--- src/sv/csh_ram.sv ---
// Generic simple dual-port RAM, one write and one registered read port.
// No dependencies.
module csh_ram #(
    parameter int WIDTH = 8,
    parameter int DEPTH = 256
) (
    input  logic                     i_clk,
    input  logic                     i_we,
    input  logic [$clog2(DEPTH)-1:0] i_waddr,
    input  logic [WIDTH-1:0]         i_wdata,
    input  logic [$clog2(DEPTH)-1:0] i_raddr,
    output logic [WIDTH-1:0]         o_rdata
);
    logic [WIDTH-1:0] r_mem [DEPTH];
    logic [WIDTH-1:0] r_rdata;

    always_ff @(posedge i_clk) begin
        if (i_we) begin
            r_mem[i_waddr] <= i_wdata;
        end
        r_rdata <= r_mem[i_raddr];
    end

    assign o_rdata = r_rdata;
endmodule

--- config.mk ---
export PLATFORM = sky130hd
export DESIGN_NAME = csh_ram
export DESIGN_NICKNAME = d
export VERILOG_FILES = /design/src/sv/csh_ram.sv
export SDC_FILE = /design/constraint.sdc
export NUM_CORES = 2
export LEC_CHECK = 0
export BUFFER_PORTS_ARGS = -buffer_cell sky130_fd_sc_hd__buf_4
export CORE_ASPECT_RATIO = 0.7
export CORE_MARGIN = 3
export CORE_UTILIZATION = 35
export CTS_CLUSTER_SIZE = 20
export DETAILED_ROUTE_END_ITERATION = 6
export GPL_ROUTABILITY_DRIVEN = 0
export PLACE_DENSITY = 0.51
export REMOVE_ABC_BUFFERS = 1
export SYNTH_ARGS = -nofsm -noshare
export SYNTH_HDL_FRONTEND = slang
export SYNTH_SLANG_ARGS = --single-unit
--- constraint.sdc ---
create_clock -name i_clk -period 2.1 [get_ports i_clk]
set_input_delay 0.21 -clock i_clk [delete_from_list [all_inputs] [get_ports i_clk]]
set_output_delay 0.21 -clock i_clk [all_outputs]
set_load 0.05 [all_outputs]
* Word level (Yosys, flattened, before mapping)
Memory sizes are Yosys's and may differ from the RTL's. A register that Yosys moved wholly into a read port is not among the register bits.
Cells that the tools add are included.
** Storage, ports and cells
- Output and inout bits :: 8
- Input port bits :: 26
- Memories :: 1
- RAM bits :: 2048
- Flip-flop bits (word level) :: 0
** Cells by class
- Multiplexer cells :: 2
** Memories
- r_mem :: depth 256, bits a word 8, read ports 1, clocked after Yosys merged registers in 1, wr ports 1, line 14 : logic [WIDTH-1:0] r_mem [DEPTH];
** Operators by type and width (number)
- 2-to-1 mux 1 bit :: 2

* Longest topological paths before layout
- Depth after elaboration :: 2
- Gate-level depth with buffers :: 11

* Least setup slack after synthesis
OpenSTA, ideal clock, no wires.
- Path type :: input to register
- Start point :: input i_raddr[0]
- End point :: register r_rdata[2] (netlist: o_rdata[2]), read port of r_mem
- Setup time :: 0.131 ns
- Data arrival time :: 2.017 ns
- Required time :: 1.969 ns
- Slack :: -0.048 ns
- Stages :: 9
- Cells stage by stage :: buf_6 -> buf_12 -> buf_8 -> buf_2 -> mux4_2 -> a22oi_1 -> a21oi_1 -> nor4_1 -> nor4_2
** RTL lines
- start: declaration :: line 11 : input logic [$clog2(DEPTH)-1:0] i_raddr,
- end: declaration :: line 15 : logic [WIDTH-1:0] r_rdata;

==> metrics <==
clock transition at the register clock pins on the worst setup and hold paths after CTS=0.06 ns; total global routing overflow=0; count of state elements after synthesis=2056; R2R cell count=7; most used cells in the layout excluding fill and tap cells=edfxtp_1 (2048), buf_4 (688), mux4_2 (455); max cap viols=0; number of endpoints failing setup at the final stage=7; estimated wirelength of the detail-placed design=147000 µm; wire length per cell after detailed routing=29.2 µm; status=finished with violations; number of distinct standard cells referenced by the synthesized netlist=55; worst rel slew slack=43.9%; largest area contributor in the synthesized netlist=edfxtp_1; worst hold path depth=4; sequential share of the synthesized area=77.5%; arrival time worst endpoint=2.98 ns; height of the die=405 µm; share of Yosys cell area claimed by the top area cell type=77.3%; pin count of the biggest net entering global routing=106; Slowest-stage cell, CP=mux4_2; post-synthesis area per instance=21.3 µm²; share of synthesized registers carrying an async set or reset=0%; final slew viol count=0; element type at the critical path start=flip-flop; area growth from synthesis to layout=20.5%; share of the core filled with cells=42.7%; Worst-Margin Slew=0.842 ns; share of post-route cells with drive strength above 1=34.4%; VDD IR max=619 µV; clock tree from TritonCTS=built; Tmin final=2.25 ns; skew final=0.0512 ns; DRC=0; Layout Nets=4532; CP Class=reg -> reg; number of H-tree branching levels=4; drt first-iter violations=4512; required time worst endpoint=2.83 ns; routed wire length=224000 µm; sinks on the clock net=2056; power per standard cell area=890 mW/mm²; met1 routing resource usage after global routing=29.1%; Worst Hold Class=in -> reg; sort of element at the end of the critical path=flip-flop; global routing met3 resource utilization=6.36%; number of iterations in the first detailed-routing pass=5; violations in the final reports=setup timing; I/O pin count=34; TritonCTS buffer count=201; Most used DFF post-synth=edfxtp_1; Filler cells=19700; critical path's most frequent cell=mux4_2; fmax=0.445 GHz; final clock period utilization by the worst path=107%; gr usage total=19.1%; worst-case setup margin in the final layout=-0.146 ns; number of synthesized flops with an enable pin=2048; most heavily used metal layer in global routing=met1; final hold violation count=0; Gate Count Post-Synth=3733; capture endpoint of the worst hold path=r_mem[158][6]$_DFFE_PP_; Horiz. Die Dim=576 µm; effective utilization at floorplan=35.4%; Worst R2R End=o_rdata[4]$_DFF_P_; GR Util met2=26.0%; initial antenna violation count=8; synthesized cell area=0.0796 mm²; minimum setup slack among reg-to-reg paths=-0.15 ns; total vias in the final route=41100; placeable core area=0.225 mm²; Leakage Power=30.9 nW; global-route wire length before repair=316000 µm; startpoint of the most critical hold path=i_waddr[2]; commonest non-fill, non-tap cell in the layout=edfxtp_1; floorplan die area=0.233 mm²; RSZ-0062 raised after global routing=true; Reg-to-Reg Start=r_mem[131][4]$_DFFE_PP_; CP max FO=1; Vias per Instance=5.36; ordered list of cells on the worst path=mux4_2 > mux4_2 > nor2_4 > a2111oi_4 > nor3_2 > buf_4 > nor4_4; synth top area cells=edfxtp_1 (77%), mux4_2 (13%), mux2i_1 (1.7%); synth warn=0; clock latency reported for the late side of the worst-skew pair=0.86 ns; maximum clock insertion buffer count=4; maximum single-stage delay on the critical path=0.58 ns; standard-cell row count=145; Hold Worst Slack=0.0952 ns; remaining number of nets flagged by the antenna check after routing=0; via count of the first global-routing pass=41300; clock root buffer master=clkbuf_16; count of port buffers added during placement=33
==> area by class of cell <==
type | instances | area (µm²) | area share (%)
antenna | 5 | 12.5 | 0.0130
clock buffer | 253 | 5320 | 5.55
clock inverter | 100 | 790 | 0.823
inverter | 2 | 7.51 | 0.00783
multi-input combinational | 1442 | 17000 | 17.7
sequential | 2056 | 61700 | 64.3
tap | 3013 | 3770 | 3.93
timing repair buffer | 803 | 7310 | 7.62
==> synth_stat cells (all sizes together), types with 2 or more instances <==
| cell | number |
|---|---|
| nand4 | 10 |
| and2 | 6 |
| nor2 | 282 |
| a22oi | 133 |
| mux2i | 134 |
| nor3 | 22 |
| clkbuf | 111 |
| nand3b | 2 |
| or2 | 4 |
| o22a | 5 |
| o21ai | 12 |
| a22o | 8 |
| and3b | 2 |
| mux4 | 456 |
| o221ai | 47 |
| a221oi | 14 |
| o211ai | 10 |
| edfxtp | 2048 |
| a211oi | 16 |
| nand3 | 34 |
| a311oi | 2 |
| o22ai | 28 |
| nor4 | 27 |
| nor2b | 31 |
| dfxtp | 8 |
| nand2b | 8 |
| a31oi | 2 |
| o32ai | 5 |
| a21oi | 96 |
| a2111oi | 5 |
| nand2 | 33 |
| buf | 122 |
==> stage by stage <==
stage	area (µm²)	std cells	setup TNS [ns]	worst slack, ns	total power [mW]
2_1_floorplan	78100	3500	-3.82	-0.518	47.8
3_3_place_gp	89200	7306	-9.03	-1.69	51.3
3_5_place_dp	89200	7306	-8.56	-1.29	51.4
4_1_cts	95700	7670	-0.624	-0.144	86.1
5_1_grt	95900	7670	-1.18	-0.239	88.0
6_report	95900	7674	-0.575	-0.146	85.3
==> sequential cells by signal (all words and copies together) (netlist names) <==
signal / cells
o_rdata: 8
r_mem: 2048
==> cell families (layout without fill, tap and decap cells) <==
kind of cell    after synthesis  after routing  synth area share [%]
mux                         591            591                  14.6
other cells                   0              5                     0
simple gates                466            466                  2.63
buf+inv                     235           1158                  1.83
compound gates              385            385                  3.42
flops                      2056           2056                  77.5
==> critical path, delay by kind of cell (launching register included) <==
kind	cells	cell delay (ns)
AOI/OAI and AO/OA	1	0.06
DFF	1	0.36
and+or+nand+nor	3	0.39
muxes	2	1.12
buffers and inverters	1	0.20
==> worst max-delay path by stage <==
stage               cells after the start  slack, ns                  to                    start
floorplan                               6      -0.52  o_rdata[6]$_DFF_P_               i_raddr[2]
global placement                       10      -1.69  o_rdata[4]$_DFF_P_               i_raddr[0]
detailed placement                     10      -1.29  o_rdata[2]$_DFF_P_               i_raddr[0]
CTS                                     6      -0.14  o_rdata[2]$_DFF_P_   r_mem[67][2]$_DFFE_PP_
global route                            7      -0.24  o_rdata[4]$_DFF_P_  r_mem[130][4]$_DFFE_PP_
finish                                  7      -0.15  o_rdata[4]$_DFF_P_  r_mem[131][4]$_DFFE_PP_
==> timing repair <==
item | 4_1_cts | 5_1_grt
setup endpoints to repair | 8 | 8
gates resized for setup | 51 | 29
pin swaps | 17 | 17
setup buffers | 0 | 0
hold buffers | 11 | 0
endpoints found under the hold margin | 902 | 0
gates cloned | 0 | 0
==> where the power goes <==
group / total [mW] / internal [mW] / leakage, nW / switching (mW)
Combinational: 5.29 / 2.11 / 9.41 / 3.18
Clock: 34.7 / 19.2 / 2.99 / 15.5
Sequential: 45.3 / 45.2 / 18.5 / 0.0865
==> layer usage <==
layer  share of wire, %  vias up
met5              0.041        -
met4                2.4        2
met3                9.9      294
met2                 41     1578
met1                 46    22000
li1                   -    17200
Power figures use the tool's default switching activity.
