`config.mk`:
```
export PLATFORM = sky130hd
export DESIGN_NAME = csh_div
export DESIGN_NICKNAME = d
export VERILOG_FILES = /design/src/sv/csh_pkg.sv /design/src/sv/csh_div.sv
export SDC_FILE = /design/constraint.sdc
export NUM_CORES = 1
export LEC_CHECK = 0
export BUFFER_PORTS_ARGS = -buffer_cell sky130_fd_sc_hd__clkbuf_2
export CAP_MARGIN = 20
export CORE_MARGIN = 2
export CORE_UTILIZATION = 50
export CTS_CLUSTER_DIAMETER = 60
export DETAILED_ROUTE_END_ITERATION = 8
export PLACE_DENSITY = 0.7
export SLEW_MARGIN = 20
export SYNTH_ARGS = -nofsm -noshare
export SYNTH_HDL_FRONTEND = slang
export SYNTH_SLANG_ARGS = --single-unit
```
`constraint.sdc`:
```
create_clock -name i_clk -period 4 [get_ports i_clk]
set_clock_uncertainty 0.2 [all_clocks]
set_input_delay 1 -clock i_clk [delete_from_list [all_inputs] [get_ports i_clk]]
set_output_delay 1 -clock i_clk [all_outputs]
set_load 0.01 [all_outputs]
```
`src/sv/csh_pkg.sv`:
```
// Shared types and constants for the channel statistics and histogram block.
// No dependencies; imported by csh_div and the top level.
package csh_pkg;

    localparam int MAX_CHANNELS = 4096;
    localparam int CH_AW        = $clog2(MAX_CHANNELS);
    localparam int HIST_BINS    = 256;
    localparam int HIST_AW      = $clog2(HIST_BINS);
    localparam int SUM_BITS     = 48;
    localparam int ACC_BITS     = 40;
    localparam int MEAN_BITS    = 16;
    localparam int CNT_BITS     = 32;
    localparam int SAMP_BITS    = 8;
    localparam int IDX_BITS     = 12;
    localparam int CFG_W        = 13;
    localparam int DIVD_BITS    = ACC_BITS + 8;

    localparam logic [CFG_W-1:0] ROWLEN_RESET = CFG_W'(1024);

    typedef enum logic [1:0] {
        OP_SAMPLE = 2'd0,
        OP_END_SUB = 2'd1,
        OP_RD_CHAN = 2'd2,
        OP_RD_HIST = 2'd3
    } t_op;

    // one entry of the channel memory
    typedef struct packed {
        logic [MEAN_BITS-1:0] mean;
        logic [ACC_BITS-1:0]  acc;
        logic [SAMP_BITS-1:0] maxv;
        logic [SAMP_BITS-1:0] minv;
        logic [SUM_BITS-1:0]  total;
    } t_chan_word;

    localparam int CHAN_W = $bits(t_chan_word);

    // result item as packed on the output tdata
    typedef struct packed {
        logic                 index_error;
        logic [CNT_BITS-1:0]  bin_count;
        logic [CNT_BITS-1:0]  total_rows;
        logic [MEAN_BITS-1:0] subint_mean;
        logic [SAMP_BITS-1:0] max_value;
        logic [SAMP_BITS-1:0] min_value;
        logic [SUM_BITS-1:0]  total_sum;
    } t_result;

    localparam int RES_W  = $bits(t_result);
    localparam int OUT_TW = ((RES_W + 7) / 8) * 8;
    localparam int IN_TW  = ((SAMP_BITS + IDX_BITS + 7) / 8) * 8;

endpackage

```
`src/sv/csh_div.sv`:
```
// Restoring divider, one quotient bit per cycle, for the subint mean.
// Depends on csh_pkg.
module csh_div (
    input  logic                          i_clk,
    input  logic                          i_rst_n,
    input  logic                          i_start,
    input  logic [csh_pkg::DIVD_BITS-1:0] i_dividend,
    input  logic [csh_pkg::CNT_BITS-1:0]  i_divisor,
    output logic                          o_done,
    output logic [csh_pkg::DIVD_BITS-1:0] o_quotient
);
    import csh_pkg::*;

    localparam int CW = $clog2(DIVD_BITS + 1);

    logic [CNT_BITS-1:0]  r_rem, n_rem;
    logic [CNT_BITS-1:0]  r_dvs;
    logic [DIVD_BITS-1:0] r_q, n_q;
    logic [CW-1:0]        r_cnt;
    logic                 r_busy, r_done;
    logic [CNT_BITS:0]    trial;
    logic                 fits;

    always_comb begin
        trial = {r_rem, r_q[DIVD_BITS-1]};
        fits  = trial >= {1'b0, r_dvs};
        n_rem = fits ? CNT_BITS'(trial - {1'b0, r_dvs}) : trial[CNT_BITS-1:0];
        n_q   = {r_q[DIVD_BITS-2:0], fits};
    end

    always_ff @(posedge i_clk) begin
        if (!i_rst_n) begin
            r_busy <= 1'b0;
            r_done <= 1'b0;
            r_cnt  <= '0;
        end else begin
            r_done <= 1'b0;
            if (i_start) begin
                r_busy <= 1'b1;
                r_cnt  <= CW'(DIVD_BITS);
            end else if (r_busy) begin
                r_cnt <= r_cnt - 1'b1;
                if (r_cnt == CW'(1)) begin
                    r_busy <= 1'b0;
                    r_done <= 1'b1;
                end
            end
        end
    end

    always_ff @(posedge i_clk) begin
        if (i_start) begin
            r_rem <= '0;
            r_q   <= i_dividend;
            r_dvs <= i_divisor;
        end else if (r_busy) begin
            r_rem <= n_rem;
            r_q   <= n_q;
        end
    end

    assign o_done     = r_done;
    assign o_quotient = r_q;

    a_start_idle: assert property (@(posedge i_clk) disable iff (!i_rst_n)
        i_start |-> !r_busy) else $error("divider restarted while busy");
    a_done_once: assert property (@(posedge i_clk) disable iff (!i_rst_n)
        r_done |=> !r_done) else $error("divider done held");
    a_cnt_range: assert property (@(posedge i_clk) disable iff (!i_rst_n)
        r_busy |-> r_cnt != '0) else $error("divider count underflow");
endmodule

```
# Yosys cells after proc, flatten, opt, wreduce, memory -nomap -nowiden
# Index checks and enable logic that the tools add are counted.
# op_classes
add_sub_neg	2
eq_ne	1
n_lt_le_gt_ge	1
bitwise	2
n_reduce_logical	3
mux	9
# op_table
operator	count
2-to-1 mux 48 bit	2
greater-or-equal comparator 33 x 32 -> 1 bit	1
2-to-1 mux 32 bit	1
subtractor 32 bit	1
2-to-1 mux 6 bit	2
== test 6 x 1 -> 1 bit (second input constant)	1
subtractor 6 x 1 -> 6 bit (second input constant)	1
2-to-1 mux 1 bit	4
OR reduction 3 bit	1
inverter 1 bit	2
nonzero test 2 bit	1
OR reduction 2 bit	1
# totals
out_inout_bits	49
in_bits	83
reg_bits	120

# Logic depth before layout (Yosys ltp)
# logic_depth
depth_word	4
depth_mapped	14
mapped_depth_nobuf	11

# Least setup slack after synthesis
# Ideal clock, no wire load.
# synth_path
path_type	register to register
startpoint	reg r_q[47], in the netlist o_quotient[47]
endpoint	reg r_rem[22]
t_required_ns	3.712
setup_time_ns	0.088
stages_incl_launch_ff	12
path_buffers	0
t_arrival_ns	2.756
slack_ns	0.956
path_cell_list	edfxtp_1 > inv_1 > ha_1 > fa_1 > nor2b_1 > o2111ai_1 > a2111o_1 > a31o_2 > a21oi_1 > nor3_1 > or3b_1 > a311oi_2
# synth_via
elab_chain_len	2
elab_cells_between_ends	3
# synth_lines
element	line_no	rtl
start: declaration	csh_div.sv:18	logic [DIVD_BITS-1:0] r_q, n_q;
start signal: assignment	csh_div.sv:54	r_q <= i_dividend;
start signal: assignment	csh_div.sv:58	r_q <= n_q;
subtractor 32 bit / greater-or-equal comparator 33 x 32 -> 1 bit (equally long branches)	csh_div.sv:27, csh_div.sv:26	
2-to-1 mux 32 bit (*)	csh_div.sv:27	n_rem = fits ? CNT_BITS'(trial - {1'b0, r_dvs}) : trial[CNT_BITS-1:0];
end signal: assignment	csh_div.sv:57	r_rem <= n_rem;
end: declaration	csh_div.sv:16	logic [CNT_BITS-1:0] r_rem, n_rem;
# Every way passes the cells marked *; elsewhere a longest branch is shown, timed or not.
# A chain may end at the register's enable or synchronous reset.

# Worst setup path after layout
# Same ends and word-level chain as after synthesis.

==> flow_metrics.env <==
export IMPL_clk_pin_slew_ns=0.06
export IMPL_cts_max_level=4
export IMPL_die_x_um=120
export IMPL_final_period_utilization_pct=82.4
export IMPL_yosys_most_used_dff="edfxtp_1"
export IMPL_crit_type="flop to flop"
export IMPL_whs_endpoint="r_rem[12]"
export IMPL_numCtsBuffers=17
export IMPL_grt_pass1_wl_um=25800
export IMPL_core_rowCount=42
export IMPL_cp_data_required_time_ns=4.13
export IMPL_clkSinkCount=120
export IMPL_setup_viol=0
export IMPL_end_kind="flop"
export IMPL_synth_compound_area_share_pct=16.1
export IMPL_whs_path_depth=2
export IMPL_min_from="r_rem[11]"
export IMPL_dr_pass1_iters=4
export IMPL_yosys_register_bits=120
export IMPL_reg2reg_setup_slack_ns=0.70
export IMPL_synthMuxAreaShare_pct=8.14
export IMPL_rsz0062_at_grt="false"
export IMPL_synth_simple_gate_area_share_pct=12.8
export IMPL_die_area_um2=14400
export IMPL_die_h_um=120
export IMPL_drc=0
export IMPL_hpwl_um=10900
export IMPL_period_needed_ns=3.30
export IMPL_synth_top_family_by_area="compound AO/OA/AOI/OAI gates"
export IMPL_viasPerCell=5.49
export IMPL_pin_count=132
export IMPL_synthXorXnorAreaFrac_pct=3.24
export IMPL_groute_usage_overall_pct=22.6
export IMPL_worst_slack_ns=0.703
export IMPL_final_antenna_net_count=0
export IMPL_place_congestion=0.903
export IMPL_yosysSeqAreaShare_pct=47.5
export IMPL_wire_per_inst_um=15.8
export IMPL_synth_edf_count=80
export IMPL_vias=5316
export IMPL_final_cell_mix="130 x clkbuf_2, 80 x edfxtp_1, 68 x nand2_1, 52 x nor2_1, 51 x inv_1"
export IMPL_postCtsHoldBufs=0
export IMPL_clock_fmax_mhz=303
export IMPL_start_util_pct=51.2
export IMPL_post_place_ws_ns=0.742
export IMPL_dp_cells=937
export IMPL_hold_path_class="flop to flop"
export IMPL_reg2reg_depth=11
export IMPL_max_slew_margin_pct=52.5
export IMPL_synthesis_area_um2=6750
export IMPL_antenna_found_initial=0
export IMPL_area_growth_pct=19.9
export IMPL_r2r_start="o_quotient[47]"
export IMPL_tns_ns=0
export IMPL_p_per_area_nw_per_um2=479
export IMPL_start_kind="flop"
export IMPL_ys_warnings_count=0
export IMPL_numPortBuffers=131
export IMPL_grt_pass1_vias=5393
export IMPL_cts_tree="yes"
export IMPL_overflow=0
export IMPL_syn_area_per_cell_um2=10.2
export IMPL_timing_final_max_slew_violations=0
export IMPL_path_max_fanout=4
export IMPL_synthAdderAreaFrac_pct=6.60
export IMPL_nets=898
export IMPL_fill_cells=1117
export IMPL_postSynthCellCount=662
export IMPL_yosysUniqueCellTypes=55
export IMPL_drt_iter0_markers=291
export IMPL_drv_cap=0
export IMPL_clk_latency_ns=0.43
export IMPL_cts_path_max_buffers=2
export IMPL_async_flop_share_pct=0
export IMPL_hold_violations=0
export IMPL_reg2reg_to="r_rem[22]"
export IMPL_final_cells=969
export IMPL_wl_um=15300
export IMPL_tightest_slew_ns=0.709
export IMPL_syn_nets=780
export IMPL_leakage_uw=0.00353
export IMPL_ir_drop_v=0.000373
export IMPL_post_cts_buffers=0
export IMPL_final_common_cell="clkbuf_2"
export IMPL_n_antenna_cell=0
export IMPL_worstPathArrival_ns=3.43
export IMPL_status="complete, no violations"
export IMPL_core_um2=13200
export IMPL_cts_resized=0
export IMPL_drive_above_1_share_pct=28.9
export IMPL_cts_root_buf="clkbuf_16"
export IMPL_grt_max_degree=115
==> stage by stage <==
| stage | total power, uW | utilization, % | area, um^2 | hold WS [ns] |
|---|---|---|---|---|
| global route | 4060 | 61.4 | 8090 | 0.319 |
| detailed placement | 2360 | 56.9 | 7500 | 0.290 |
| CTS | 3910 | 61.4 | 8090 | 0.295 |
| finish | 3880 | 61.4 | 8090 | 0.295 |
| global placement | 2340 | 56.9 | 7500 | 0.281 |
| floorplan | 2140 | - | 6750 | 0.258 |
==> cell type report <==
class / instances / area, um^2 / area share (%)
Inverter: 51 / 191 / 2.37
Timing Repair Buffer: 137 / 716 / 8.84
Multi-Input combinational cell: 453 / 3170 / 39.2
Clock inverter: 15 / 166 / 2.06
Tap cell: 176 / 220 / 2.72
Sequential cell: 120 / 3200 / 39.6
Clock buffer: 17 / 425 / 5.26
==> per-layer routing <==
metal	vias up	routed length, um	GRT usage [%]
met1	2493	6770	27.6
met4	0	282	9.04
met5	-	0	0
met3	20	1060	8.54
li1	2661	-	-
met2	142	7190	36.1
==> synthesized netlist by cell type (2+ instances only) <==
master     count  area [um^2]
nand4_1       16          100
a31o_2         2         17.5
buf_4          5         37.5
nor2_1        52          195
dfxtp_1       40          801
o211ai_1       4         30.0
a311oi_1      22          193
a21oi_1       46          230
nor2b_1        4         25.0
xnor2_1       15          131
a311oi_2       3         45.0
o2111ai_1      2         17.5
inv_1         51          191
or3b_1         3         26.3
o21ai_1        2         10.0
or3_1          6         37.5
edfxtp_1      80         2400
nand3_1       16         80.1
o21bai_1       3         22.5
nor3_1         6         30.0
clkbuf_1      16         60.1
mux2_2        47          529
a31oi_1        4         25.0
a21o_1        16          120
xor2_1        10         87.6
nand2b_1       4         25.0
nand2_1       69          259
buf_2         14         70.1
a211oi_1       6         45.0
nor4_1         5         31.3
a2bb2oi_1      3         26.3
a21boi_0       6         45.0
o21ai_0       22          110
ha_1          34          425
mux2i_1        2         20.0
and3_1         2         12.5
o21a_1         6         45.0
==> report_power, final <==
part	total (uW)	internal, uW	switching (uW)
Sequential	1530	1460	68.4
Combinational	813	340	473
Clock	1540	931	608
Total	3880	2730	1150
==> flip-flops by register name, summed over array words and instances, names as in the netlist <==
register	cells
o_quotient	48
r_busy	1
r_cnt	6
o_done	1
r_rem	32
r_dvs	32
==> logic make-up (layout without fill, tap and decap cells) <==
family                     count (synthesis)  in the layout
buffers and inverters                     89            220
adders and majority gates                 35             35
DFF                                      120            120
and+or+nand+nor                          188            188
muxes                                     49             49
AOI/OAI and AO/OA                        156            156
xor gates and xnor gates                  25             25
==> worst max-delay path, stage by stage (launching register included) <==
cell and delay (ns):
edfxtp_1 0.37, inv_1 0.05, ha_1 0.22, fa_1 0.41, nor2b_1 0.18, o2111ai_1 0.21
a2111o_1 0.47, a31o_2 0.26, a21oi_1 0.17, nor3_1 0.07, or3b_1 0.37, a311oi_2 0.23
==> how the worst max path moves through the flow <==
stage / startpoint / end
2_1_floorplan: o_quotient[47] / r_rem[22]
3_3_place_gp: o_quotient[47] / r_rem[22]
3_5_place_dp: o_quotient[47] / r_rem[22]
4_1_cts: o_quotient[47] / r_rem[22]
5_1_grt: o_quotient[47] / r_rem[22]
6_report: o_quotient[47] / r_rem[22]
Note: power is estimated with default switching activity, not from simulation.
